[src/hdl/wps_pkg.sv]
// Shared types, constants and tables for the waypoint PID steering block.
package wps_pkg;

    // Vectoring steps of the bearing CORDIC and width of the error accumulators.
    localparam int CORDIC_STEPS = 16;
    localparam int SUM_W        = 48;

    // Serial multiplier operand widths.
    localparam int MUL_A_W = 64;
    localparam int MUL_B_W = 33;
    localparam int MUL_N_W = 6;

    // Number of multiplier bits consumed by each kind of product.
    localparam logic [MUL_N_W-1:0] SQ_BITS   = 6'd33;
    localparam logic [MUL_N_W-1:0] GAIN_BITS = 6'd16;
    localparam logic [MUL_N_W-1:0] RATE_BITS = 6'd10;

    // Configuration register indexes.
    localparam int PADDR_W = 5;
    localparam logic [2:0] REG_PROP_GAIN   = 3'd0;
    localparam logic [2:0] REG_INTEG_GAIN  = 3'd1;
    localparam logic [2:0] REG_DERIV_GAIN  = 3'd2;
    localparam logic [2:0] REG_TICK_RATE   = 3'd3;
    localparam logic [2:0] REG_SPEED_LIMIT = 3'd4;
    localparam logic [2:0] REG_ACCEL_LIMIT = 3'd5;
    localparam logic [2:0] REG_ARRIVE_THR  = 3'd6;

    // Pi and two pi in Q2.30 radians.
    localparam logic signed [34:0] PI_Q30     = 35'sd3373259426;
    localparam logic signed [34:0] TWO_PI_Q30 = 35'sd6746518852;

    // One control tick request.
    typedef struct packed {
        logic               op;
        logic signed [31:0] goal_x;
        logic signed [31:0] goal_y;
        logic signed [31:0] pose_x;
        logic signed [31:0] pose_y;
        logic signed [15:0] pose_theta;
    } t_in_req;

    // One steering result.
    typedef struct packed {
        logic signed [15:0] drive_left;
        logic signed [15:0] drive_right;
        logic        [31:0] distance_error;
        logic signed [15:0] heading_error;
        logic               arrived;
    } t_out_req;

    // Command to a serial multiplier.
    typedef struct packed {
        logic               start;
        logic [MUL_N_W-1:0] nbits;
        logic [MUL_A_W-1:0] a;
        logic [MUL_B_W-1:0] b;
    } t_mul_cmd;

    // Arctangent of 2^-i in Q2.30, truncated.
    function automatic logic [29:0] atan_q30(input logic [4:0] idx);
        logic [29:0] r;
        case (idx)
            5'd0:  r = 30'h3243F6A8;
            5'd1:  r = 30'h1DAC6705;
            5'd2:  r = 30'h0FADBAFC;
            5'd3:  r = 30'h07F56EA6;
            5'd4:  r = 30'h03FEAB76;
            5'd5:  r = 30'h01FFD55B;
            5'd6:  r = 30'h00FFFAAA;
            5'd7:  r = 30'h007FFF55;
            5'd8:  r = 30'h003FFFEA;
            5'd9:  r = 30'h001FFFFD;
            5'd10: r = 30'h000FFFFF;
            5'd11: r = 30'h0007FFFF;
            5'd12: r = 30'h0003FFFF;
            5'd13: r = 30'h0001FFFF;
            5'd14: r = 30'h0000FFFF;
            5'd15: r = 30'h00007FFF;
            5'd16: r = 30'h00003FFF;
            5'd17: r = 30'h00001FFF;
            5'd18: r = 30'h00000FFF;
            5'd19: r = 30'h000007FF;
            5'd20: r = 30'h000003FF;
            5'd21: r = 30'h000001FF;
            5'd22: r = 30'h000000FF;
            5'd23: r = 30'h0000007F;
            5'd24: r = 30'h0000003F;
            5'd25: r = 30'h0000001F;
            5'd26: r = 30'h0000000F;
            5'd27: r = 30'h00000008;
            5'd28: r = 30'h00000004;
            5'd29: r = 30'h00000002;
            5'd30: r = 30'h00000001;
            default: r = 30'h00000000;
        endcase
        return r;
    endfunction

endpackage

[src/hdl/wps_smul.sv]
// Bit-serial shift-and-add multiplier, one multiplier bit per cycle.
module wps_smul (
    input  logic                         i_clk,
    input  logic                         i_rst_n,
    input  wps_pkg::t_mul_cmd            i_cmd,
    output logic                         o_busy,
    output logic [wps_pkg::MUL_A_W-1:0]  o_prod
);
    import wps_pkg::*;

    logic [MUL_A_W-1:0] r_a;
    logic [MUL_A_W-1:0] r_acc;
    logic [MUL_B_W-1:0] r_b;
    logic [MUL_N_W-1:0] r_cnt;
    logic               r_busy;

    // Bit counter and busy flag.
    always_ff @(posedge i_clk) begin
        if (!i_rst_n) begin
            r_busy <= 1'b0;
            r_cnt  <= '0;
        end else if (i_cmd.start) begin
            r_busy <= 1'b1;
            r_cnt  <= i_cmd.nbits;
        end else if (r_busy) begin
            r_cnt <= r_cnt - 1'b1;
            if (r_cnt == MUL_N_W'(1)) begin
                r_busy <= 1'b0;
            end
        end
    end

    // Add the shifted multiplicand for every set multiplier bit.
    always_ff @(posedge i_clk) begin
        if (i_cmd.start) begin
            r_a   <= i_cmd.a;
            r_b   <= i_cmd.b;
            r_acc <= '0;
        end else if (r_busy) begin
            if (r_b[0]) begin
                r_acc <= r_acc + r_a;
            end
            r_a <= {r_a[MUL_A_W-2:0], 1'b0};
            r_b <= {1'b0, r_b[MUL_B_W-1:1]};
        end
    end

    assign o_busy = r_busy;
    assign o_prod = r_acc;

endmodule

[config.mk]
export PLATFORM = sky130hd
export DESIGN_NAME = wps_smul
export DESIGN_NICKNAME = d
export VERILOG_FILES = /design/src/hdl/wps_pkg.sv /design/src/hdl/wps_smul.sv
export SDC_FILE = /design/constraint.sdc
export NUM_CORES = 1
export LEC_CHECK = 0
export ABC_AREA = 1
export BUFFER_PORTS_ARGS = -buffer_cell sky130_fd_sc_hd__clkbuf_2
export CAP_MARGIN = 20
export CORE_MARGIN = 4
export CORE_UTILIZATION = 25
export CTS_BUF_LIST = sky130_fd_sc_hd__clkbuf_4 sky130_fd_sc_hd__clkbuf_8
export DETAILED_ROUTE_END_ITERATION = 8
export GPL_TIMING_DRIVEN = 0
export HOLD_SLACK_MARGIN = 0.03
export PLACE_DENSITY_LB_ADDON = 0.12
export SYNTH_ARGS = -nofsm -noshare
export SYNTH_HDL_FRONTEND = slang
export SYNTH_SLANG_ARGS = --single-unit
[constraint.sdc]
create_clock -name i_clk -period 6.4 [get_ports i_clk]
set_clock_uncertainty 0.05 [all_clocks]
set_input_delay 0.96 -clock i_clk [delete_from_list [all_inputs] [get_ports i_clk]]
set_output_delay 0.96 -clock i_clk [all_outputs]
set_load 0.01 [all_outputs]
==> results.py, run 1 <==
metrics = {
    "logic_synthesis": {
        "postSynth.asyncResetShare_pct": 0,
        "syn_area_um2": 12700,
        "yosysSeqAreaShare_pct": 34.1,
        "syn-num-nets": 2243,
        "synth_seq_cells": 168,
        "yosysWarnings": 0,
        "synth-edff-count": 97,
        "synth_cells": 2071,
        "yosysUniqueCellTypes": 34,
        "ys.flop_type": "edfxtp_1",
        "syn_area_per_cell_um2": 6.13,
        "synth_top_area_share_pct": 26.8,
        "synth.area.top_cells": "nand2_1 (27%), edfxtp_1 (23%), inv_1 (12%), dfxtp_1 (11%), nor2_1 (6.6%)",
        "synth_area_leader_cell": "nand2_1",
    },
    "cts": {
        "cts-root-buf": "clkbuf_8",
        "clockBufferDepth": 2,
        "numClockSinks": 168,
        "clkTransAtPathRegs_ns": 0.11,
        "cts_resized": 0,
        "cts_buffers": 17,
        "cts_tree": "built",
        "insertion_delay_ns": 0.56,
        "cts_setup_buffers": 0,
        "htree_levels": 4,
        "cts_hold_buffers": 0,
    },
    "die": {
        "die_area_um2": 54500,
        "io_pins": 171,
        "coreArea_um2": 50200,
        "die_w_um": 233,
        "start_util_pct": 25.3,
        "rows": 82,
        "chipHeight_um": 233,
    },
    "pwr": {
        "p_leak_uw": 0.00859,
        "power_density_nw_per_um2": 209,
        "irDropWorstVdd_mv": 0.111,
    },
    "placed_design": {
        "place_hpwl_mm": 39.5,
        "dp.cells": 2915,
        "gp_congestion": 0.904,
        "numPortBuffers": 170,
    },
    "critical_path": {
        "path_max_fanout": 4,
        "cp_slowest_cell": "fa_1",
        "critPathMaxStageDelay_ns": 0.49,
        "crit_top_cell": "nand2_1",
        "path_class": "reg2reg",
        "arrival_ns": 3.24,
        "crit_required_ns": 6.81,
        "end_kind": "flip-flop",
        "cp_cell_sequence": "ha_1 -> fa_1 -> nand3_1 -> nand3_2 -> nand2_1 -> nand2_2 -> nand2_1 -> nand2_1 -> nand2_1 -> nand2_2 -> nand2_1 -> nand2_1 -> nand2_1 -> nand3_1 -> nand2_1 -> inv_1",
        "start_kind": "flip-flop",
    },
    "status": {
        "status": "finished clean",
    },
    "sta": {
        "rsz0062_at_grt": "no",
        "setup-tns-final_ns": 0,
        "post-route-min-period_ns": 2.83,
        "post-route-period-util_pct": 44.2,
        "setup_violations": 0,
        "fmax_ghz": 0.354,
        "hold_violations": 0,
        "slew_headroom_pct": 34.9,
        "finalMaxSlewViolations": 0,
        "tightest_slew_ns": 0.976,
    },
    "finish": {
        "finalNonFillerCells": 2948,
        "nets": 2435,
        "layout_commonest_cell": "nand2_1",
        "nFillCells": 5844,
        "drive_gt1_share_pct": 11.5,
        "num_antenna_cells": 0,
        "area_growth_pct": 17.0,
        "layout_common_cells": "nand2_1 (908), inv_1 (389), nor2_1 (222)",
    },
    "global_route": {
        "grt_pass1_vias": 12500,
        "grt_overflow": 0,
        "grt_usage_pct": 17.7,
        "grt_pass1_wl_mm": 72.3,
        "grt_max_degree": 60,
        "antenna_found_initial": 2,
    },
    "routing": {
        "wirelength_mm": 47.2,
        "route.detailed.drc": 0,
        "wl_per_cell_um": 16.0,
        "ant_nets": 0,
        "first_pass_iters": 5,
        "first_iter_violations": 738,
        "vias": 12500,
        "vias_per_cell": 4.23,
    },
    "run": {
        "max_cap_violations": 0,
    },
    "min_path": {
        "hp-class": "reg2reg",
    },
}
[path summary, 6_finish.rpt]
kind	start	end	slack, ns	cells past startpoint
max	r_a[0]	o_prod[60]	3.57	16
min	o_prod[0]	o_prod[0]	0.47	2
max reg2reg	r_a[0]	o_prod[60]	3.57	16
min reg2reg	o_prod[0]	o_prod[0]	0.47	2
[kinds of logic (layout without fill, tap and decap cells)]
family / count (synthesis) / in the layout / share of synthesized area (%)
compound gates: 102 / 102 / 4.25
flops: 168 / 168 / 34.1
fa+ha+maj: 66 / 66 / 6.56
simple gates: 1267 / 1267 / 39.8
buf+inv: 435 / 640 / 13.0
xor+xnor: 33 / 33 / 2.28
[worst max-delay path, delay by kind of cell (launching register included)]
| kind | cells | cell delay, ns |
|---|---|---|
| flops | 1 | 0.41 |
| buf+inv | 1 | 0.03 |
| simple gates | 13 | 1.46 |
| fa+ha+maj | 2 | 0.76 |
[synth_stat cells (16+ instances only)]
cell type / count
nor2_1: 222
nand2_1: 908
dfxtp_1: 71
nor2_2: 16
clkbuf_1: 32
edfxtp_1: 97
o21ai_0: 39
nand3_1: 68
ha_1: 65
xor2_1: 26
inv_1: 390
a21oi_1: 47
[cell type report]
type / count / area [µm²] / share of cell area [%]
clock inverter: 13 / 163 / 1.09
sequential: 168 / 4330 / 29.2
timing repair buffer: 173 / 908 / 6.11
clock buffer: 19 / 249 / 1.67
inverter: 393 / 1480 / 9.94
buffer: 42 / 175 / 1.18
multi-input combinational: 1468 / 6720 / 45.2
tap: 672 / 841 / 5.66
[per-layer routing]
layer	part of all wire [%]	global-route usage (%)
met3	6.8	5.09
met5	0.017	0
met4	1.3	3.94
met2	43	27.3
met1	49	24.7
[sequential cells by signal (all words and copies together) (netlist names)]
name / flops
o_prod: 64
r_cnt: 6
r_b: 33
r_a: 64
o_busy: 1
[where the power goes]
group	internal (µW)	total (µW)	switching, µW
Clock	368	827	459
Combinational	309	946	637
Sequential	1260	1340	73.4
Total	1940	3110	1170
[through the flow]
stage	hold slack [ns]	utilization, %	cell area, µm²	setup WS [ns]	total power (µW)
2_1_floorplan	0.419	-	12700	2.87	1970
3_3_place_gp	0.441	28.7	14400	1.45	2320
3_5_place_dp	0.450	28.8	14400	3.35	2320
4_1_cts	0.473	29.6	14900	3.54	3180
5_1_grt	0.499	29.6	14900	3.35	3360
6_report	0.468	29.6	14900	3.57	3110
Note: power is estimated with default switching activity, not from simulation.
==> inputs of run 2 (changes only) <==
==> constraint.sdc (replaced) <==
create_clock -name i_clk -period 2.6 [get_ports i_clk]
set_clock_uncertainty 0.05 [all_clocks]
set_input_delay 0.39 -clock i_clk [delete_from_list [all_inputs] [get_ports i_clk]]
set_output_delay 0.39 -clock i_clk [all_outputs]
set_load 0.01 [all_outputs]
==> run 2 against run 1 <==
Maximum frequency is 15% higher. Critical path type unchanged. Sequential share of layout area is 2.2 points lower. Count of clock-buffer cells in the layout is 1 higher. Highest routed layer is now met4. Non-clock buffer count is 111 higher. Cell count is 3.8% higher. Combinational power grew to 2.7 times the previous value.
==> results.py, run 2 (synthesized netlist as in run 1, its figures left out) <==
metrics = {
    "pwr": {
        "p_clk_share_pct": 24.7,
        "pwr-share-comb_pct": 32.5,
        "p_switching_uw": 2890,
        "p_seq_share_pct": 42.7,
        "p_leak_uw": 0.00906,
        "power_density_nw_per_um2": 479,
        "power.total_uw": 7710,
        "intPower_uw": 4820,
        "irDropWorstVdd_mv": 0.425,
        "switching_share_pct": 37.4,
    },
    "routing": {
        "wirelength_mm": 48.3,
        "wl_per_cell_um": 15.8,
        "vias": 12900,
        "ant_nets": 0,
        "first_pass_iters": 5,
        "route.detailed.drc": 0,
        "vias_per_cell": 4.21,
        "first_iter_violations": 644,
    },
    "die": {
        "io_pins": 171,
        "start_util_pct": 25.3,
        "rows": 82,
        "die_area_um2": 54500,
        "die_w_um": 233,
        "coreArea_um2": 50200,
        "chipHeight_um": 233,
    },
    "critical_path": {
        "crit_required_ns": 3.02,
        "ff2ff_path_depth": 16,
        "path_max_fanout": 4,
        "crit_top_cell": "nand2_1",
        "end_kind": "flip-flop",
        "start_kind": "flip-flop",
        "crit_cells": 16,
        "cp_num_buf_inv": 1,
        "cp_cell_sequence": "ha_4 -> fa_2 -> nand3_2 -> nand3_4 -> nand2_1 -> nand2_2 -> nand2_1 -> nand2_2 -> nand2_2 -> nand2_4 -> nand2_4 -> nand2_1 -> nand2_1 -> nand3_1 -> nand2_1 -> inv_1",
        "cp_slowest_cell": "edfxtp_1",
        "path_class": "reg2reg",
        "critPathMaxStageDelay_ns": 0.45,
        "arrival_ns": 2.88,
        "critPathTopFamily": "simple AND/OR/NAND/NOR gates",
    },
    "global_route": {
        "grt_pass1_vias": 12900,
        "grt_max_degree": 39,
        "grt_pass1_wl_mm": 73.8,
        "grt_usage_pct": 18.1,
        "grt_overflow": 0,
        "antenna_found_initial": 2,
    },
    "placed_design": {
        "dp.cells": 2917,
        "gp_congestion": 0.917,
        "numPortBuffers": 170,
        "place_hpwl_mm": 39.9,
        "dpl_worst_slack_ns": -0.199,
    },
    "finish": {
        "drive_gt1_share_pct": 12.4,
        "nFillCells": 5612,
        "layout_commonest_cell": "nand2_1",
        "area_growth_pct": 26.5,
        "num_antenna_cells": 0,
        "layout_common_cells": "nand2_1 (899), inv_1 (389), nor2_1 (219)",
        "finalNonFillerCells": 3060,
        "nets": 2547,
    },
    "cts": {
        "cts-root-buf": "clkbuf_8",
        "insertion_delay_ns": 0.56,
        "cts_tree": "built",
        "clkTransAtPathRegs_ns": 0.10,
        "numClockSinks": 168,
        "htree_levels": 4,
        "cts_buffers": 17,
        "clockBufferDepth": 2,
    },
    "sta": {
        "fmax_ghz": 0.406,
        "post-route-period-util_pct": 94.8,
        "setup_violations": 0,
        "tightest_slew_ns": 0.975,
        "rsz0062_at_grt": "no",
        "finalMaxSlewViolations": 0,
        "post-route-min-period_ns": 2.47,
        "hold_violations": 0,
        "slew_headroom_pct": 35.0,
        "setup_ws_ns": 0.135,
    },
    "run": {
        "max_cap_violations": 0,
    },
    "min_path": {
        "hp-class": "in2reg",
        "worstHoldPathCells": 3,
    },
    "status": {
        "status": "finished clean",
    },
}
## run 2: path summary, 6_finish.rpt
path,to,from,slack [ns]
max,o_prod[60],r_a[0],0.13
min,r_a[23],i_cmd[56],0.11
max reg2reg,o_prod[60],r_a[0],0.13
min reg2reg,r_b[16],r_b[17],0.47
## run 2: layout make-up
class	count	area, µm²	share of cell area, %
flip-flops and latches	168	4330	27.0
well taps	672	841	5.23
repair buffers	284	2010	12.5
clock buffers	20	263	1.63
clock inverters	12	116	0.724
multi-input cells	1468	6850	42.6
repair inverters	1	5.00	0.0311
plain buffers	42	178	1.11
inverters	393	1480	9.20
## run 2: routing by layer
| layer | global-route usage (%) | vias up | routed length, µm |
|---|---|---|---|
| met4 | 4.96 | 0 | 966 |
| li1 | - | 6841 | - |
| met3 | 4.55 | 41 | 2910 |
| met1 | 25.0 | 5758 | 23800 |
| met5 | 0 | - | 0 |
| met2 | 28.0 | 253 | 20700 |
## run 2: worst min-delay path, stage by stage
cell      delay, ns
clkbuf_2       0.08
nand2_1        0.07
nand2_1        0.07
## run 2: power groups by stage
stage / logic [µW] / clock network [µW] / registers, µW
after global placement: 2340 / 0 / 3360
after detailed placement: 2360 / 0 / 3350
after CTS: 2500 / 2030 / 3290
after floorplan: 1510 / 0 / 3330
after global routing: 2870 / 2120 / 3320
final: 2510 / 1910 / 3290
## run 2: stage by stage
stage	utilization (%)	setup TNS [ns]	hold slack (ns)	instance area (µm²)
finish	32.0	0	0.106	16100
global route	32.0	0	0.0678	16100
CTS	31.8	0	0.0344	15900
detailed placement	28.8	-0.309	0.447	14500
global placement	28.7	-109.07	0.443	14400
floorplan	-	0	0.419	12700
## run 2: timing repair
| item | CTS | global route |
|---|---|---|
| setup endpoints to repair | 7 | 18 |
| setup buffers | 0 | 4 |
| cloned | 0 | 1 |
| hold endpoints to repair | 102 | 0 |
| pin swaps | 0 | 1 |
| hold buffers | 106 | 0 |
| resized for setup | 7 | 28 |
==> inputs of run 3 (changes only) <==
==> constraint.sdc (replaced) <==
create_clock -name i_clk -period 2.12 [get_ports i_clk]
set_clock_uncertainty 0.05 [all_clocks]
set_input_delay 0.318 -clock i_clk [delete_from_list [all_inputs] [get_ports i_clk]]
set_output_delay 0.318 -clock i_clk [all_outputs]
set_load 0.01 [all_outputs]
==> run 3 against run 2 <==
The run now ends with negative setup slack left. Global-route usage rose by 0.44 points. Worst hold slack improved by 0.12 ns. Cell count rose by 1.8%. Critical path type unchanged. Critical endpoint unchanged.
==> results.py, run 3 (synthesized netlist as in run 1, its figures left out) <==
metrics = {
    "finish": {
        "nets": 2602,
        "area_growth_pct": 48.2,
        "drive_gt1_share_pct": 29.0,
        "layout_common_cells": "nand2_1 (740), inv_1 (359), clkbuf_2 (174)",
        "layout_commonest_cell": "nand2_1",
    },
    "cts": {
        "clockBufferDepth": 2,
        "cts_buffers": 17,
        "cts-root-buf": "clkbuf_8",
        "htree_levels": 4,
        "clkTransAtPathRegs_ns": 0.11,
        "numClockSinks": 168,
        "cts_tree": "built",
        "insertion_delay_ns": 0.58,
    },
    "global_route": {
        "antenna_found_initial": 1,
        "grt_pass1_wl_mm": 75.9,
        "grt_pass1_vias": 13200,
        "grt_overflow": 0,
        "grt_max_degree": 38,
        "grt_usage_pct": 18.5,
    },
    "placed_design": {
        "dpl_worst_slack_ns": -0.718,
        "gp_congestion": 0.916,
        "numPortBuffers": 170,
        "place_hpwl_mm": 39.7,
    },
    "die": {
        "start_util_pct": 25.3,
        "io_pins": 171,
        "die_area_um2": 54500,
        "die_w_um": 233,
        "coreArea_um2": 50200,
        "chipHeight_um": 233,
        "rows": 82,
    },
    "status": {
        "status": "complete, but fails checks",
        "violations": "negative setup slack",
    },
    "min_path": {
        "hp-class": "in2reg",
    },
    "critical_path": {
        "end_kind": "flip-flop",
        "reg2reg_slack_ns": -0.17,
        "arrival_ns": 2.73,
        "crit_required_ns": 2.56,
        "path_class": "reg2reg",
        "start_kind": "flip-flop",
        "path_max_fanout": 4,
    },
    "routing": {
        "vias_per_cell": 4.25,
        "ant_nets": 0,
        "route.detailed.drc": 0,
        "wirelength_mm": 50.0,
        "vias": 13300,
        "first_iter_violations": 647,
        "wl_per_cell_um": 16.0,
        "first_pass_iters": 5,
    },
    "sta": {
        "post-route-min-period_ns": 2.29,
        "finalMaxSlewViolations": 0,
        "hold_ws_ns": 0.226,
        "hold_violations": 0,
        "setup-tns-final_ns": -1.35,
        "fmax_ghz": 0.436,
        "rsz0062_at_grt": "yes",
        "setup_ws_ns": -0.175,
        "setup_violations": 20,
        "post-route-period-util_pct": 108,
        "tightest_slew_ns": 0.971,
        "slew_headroom_pct": 35.3,
    },
    "pwr": {
        "p_leak_uw": 0.0100,
        "irDropWorstVdd_mv": 0.441,
        "power_density_nw_per_um2": 572,
    },
    "run": {
        "max_cap_violations": 0,
    },
}
[run 3: cell types whose count changed in the layout (fill, tap and decap cells not counted), moves of 24 or more]
cell / previous run / this run
nor2_4: 0 / 42
nand2_4: 2 / 55
ha_4: 3 / 57
inv_2: 2 / 28
buf_4: 5 / 49
nand2_1: 899 / 740
inv_1: 389 / 359
a21oi_1: 46 / 22
ha_1: 56 / 6
nor2_1: 219 / 164
nand2_2: 22 / 122
[run 3: area by class of cell]
cell class	count	area [µm²]
Clock buffer	18	241
Antenna cell	1	2.50
Inverter	393	1490
Multi-Input combinational cell	1468	9080
Sequential cell	168	4340
Fill cell	5427	31300
Clock inverter	14	163
Timing Repair Buffer	341	2500
Tap cell	672	841
Buffer	41	176
[run 3: final timing paths]
check,start,end,cells past startpoint
max reg2reg,r_a[0],o_prod[60],16
max,r_a[0],o_prod[60],16
min,i_cmd[103],r_cnt[1],6
min reg2reg,r_b[10],r_b[9],2
[run 3: critical path: stages (launching register included)]
cell	delay, ns
edfxtp_1	0.45
ha_4	0.19
fa_2	0.36
nand3_2	0.11
nand3_4	0.10
nand2_4	0.10
nand2_8	0.08
nand2_4	0.08
nand2_4	0.07
nand2_4	0.09
nand2_8	0.07
nand2_4	0.09
nand2_2	0.05
nand2_2	0.08
nand3_4	0.09
nand2_2	0.09
inv_2	0.03
[run 3: routing by layer]
metal | wire length, µm | track usage (%) | share of wire [%] | vias up
met3 | 2600 | 4.18 | 5.2 | 47
met5 | 0 | 0 | 0 | -
met1 | 24200 | 25.6 | 48 | 6042
met4 | 1040 | 5.11 | 2.1 | 0
met2 | 22100 | 29.0 | 44 | 210
li1 | - | - | - | 6951
[run 3: timing repair]
item,4_1_cts,5_1_grt
setup endpoints to repair,64,54
hold buffers,108,0
endpoints found under the hold margin,104,0
pin swaps,60,100
gates resized for setup,279,287
setup buffers,33,27
[run 3: where the power goes]
part | internal [µW] | total [µW] | switching, µW | leakage (µW)
registers | 3820 | 4130 | 313 | 0.00158
clock network | 1090 | 2500 | 1410 | 0.000210
logic | 1700 | 4130 | 2430 | 0.00825
[run 3: stage by stage]
step           power [µW]  utilization (%)  std cells  area [µm²]
6_report            10800             37.5       3116       18800
5_1_grt             11500             37.5       3115       18800
4_1_cts             10400             35.1       3088       17600
3_5_place_dp         7000             28.8       2916       14500
3_3_place_gp         6990             28.7       2913       14400
2_1_floorplan        5940                -       2071       12700
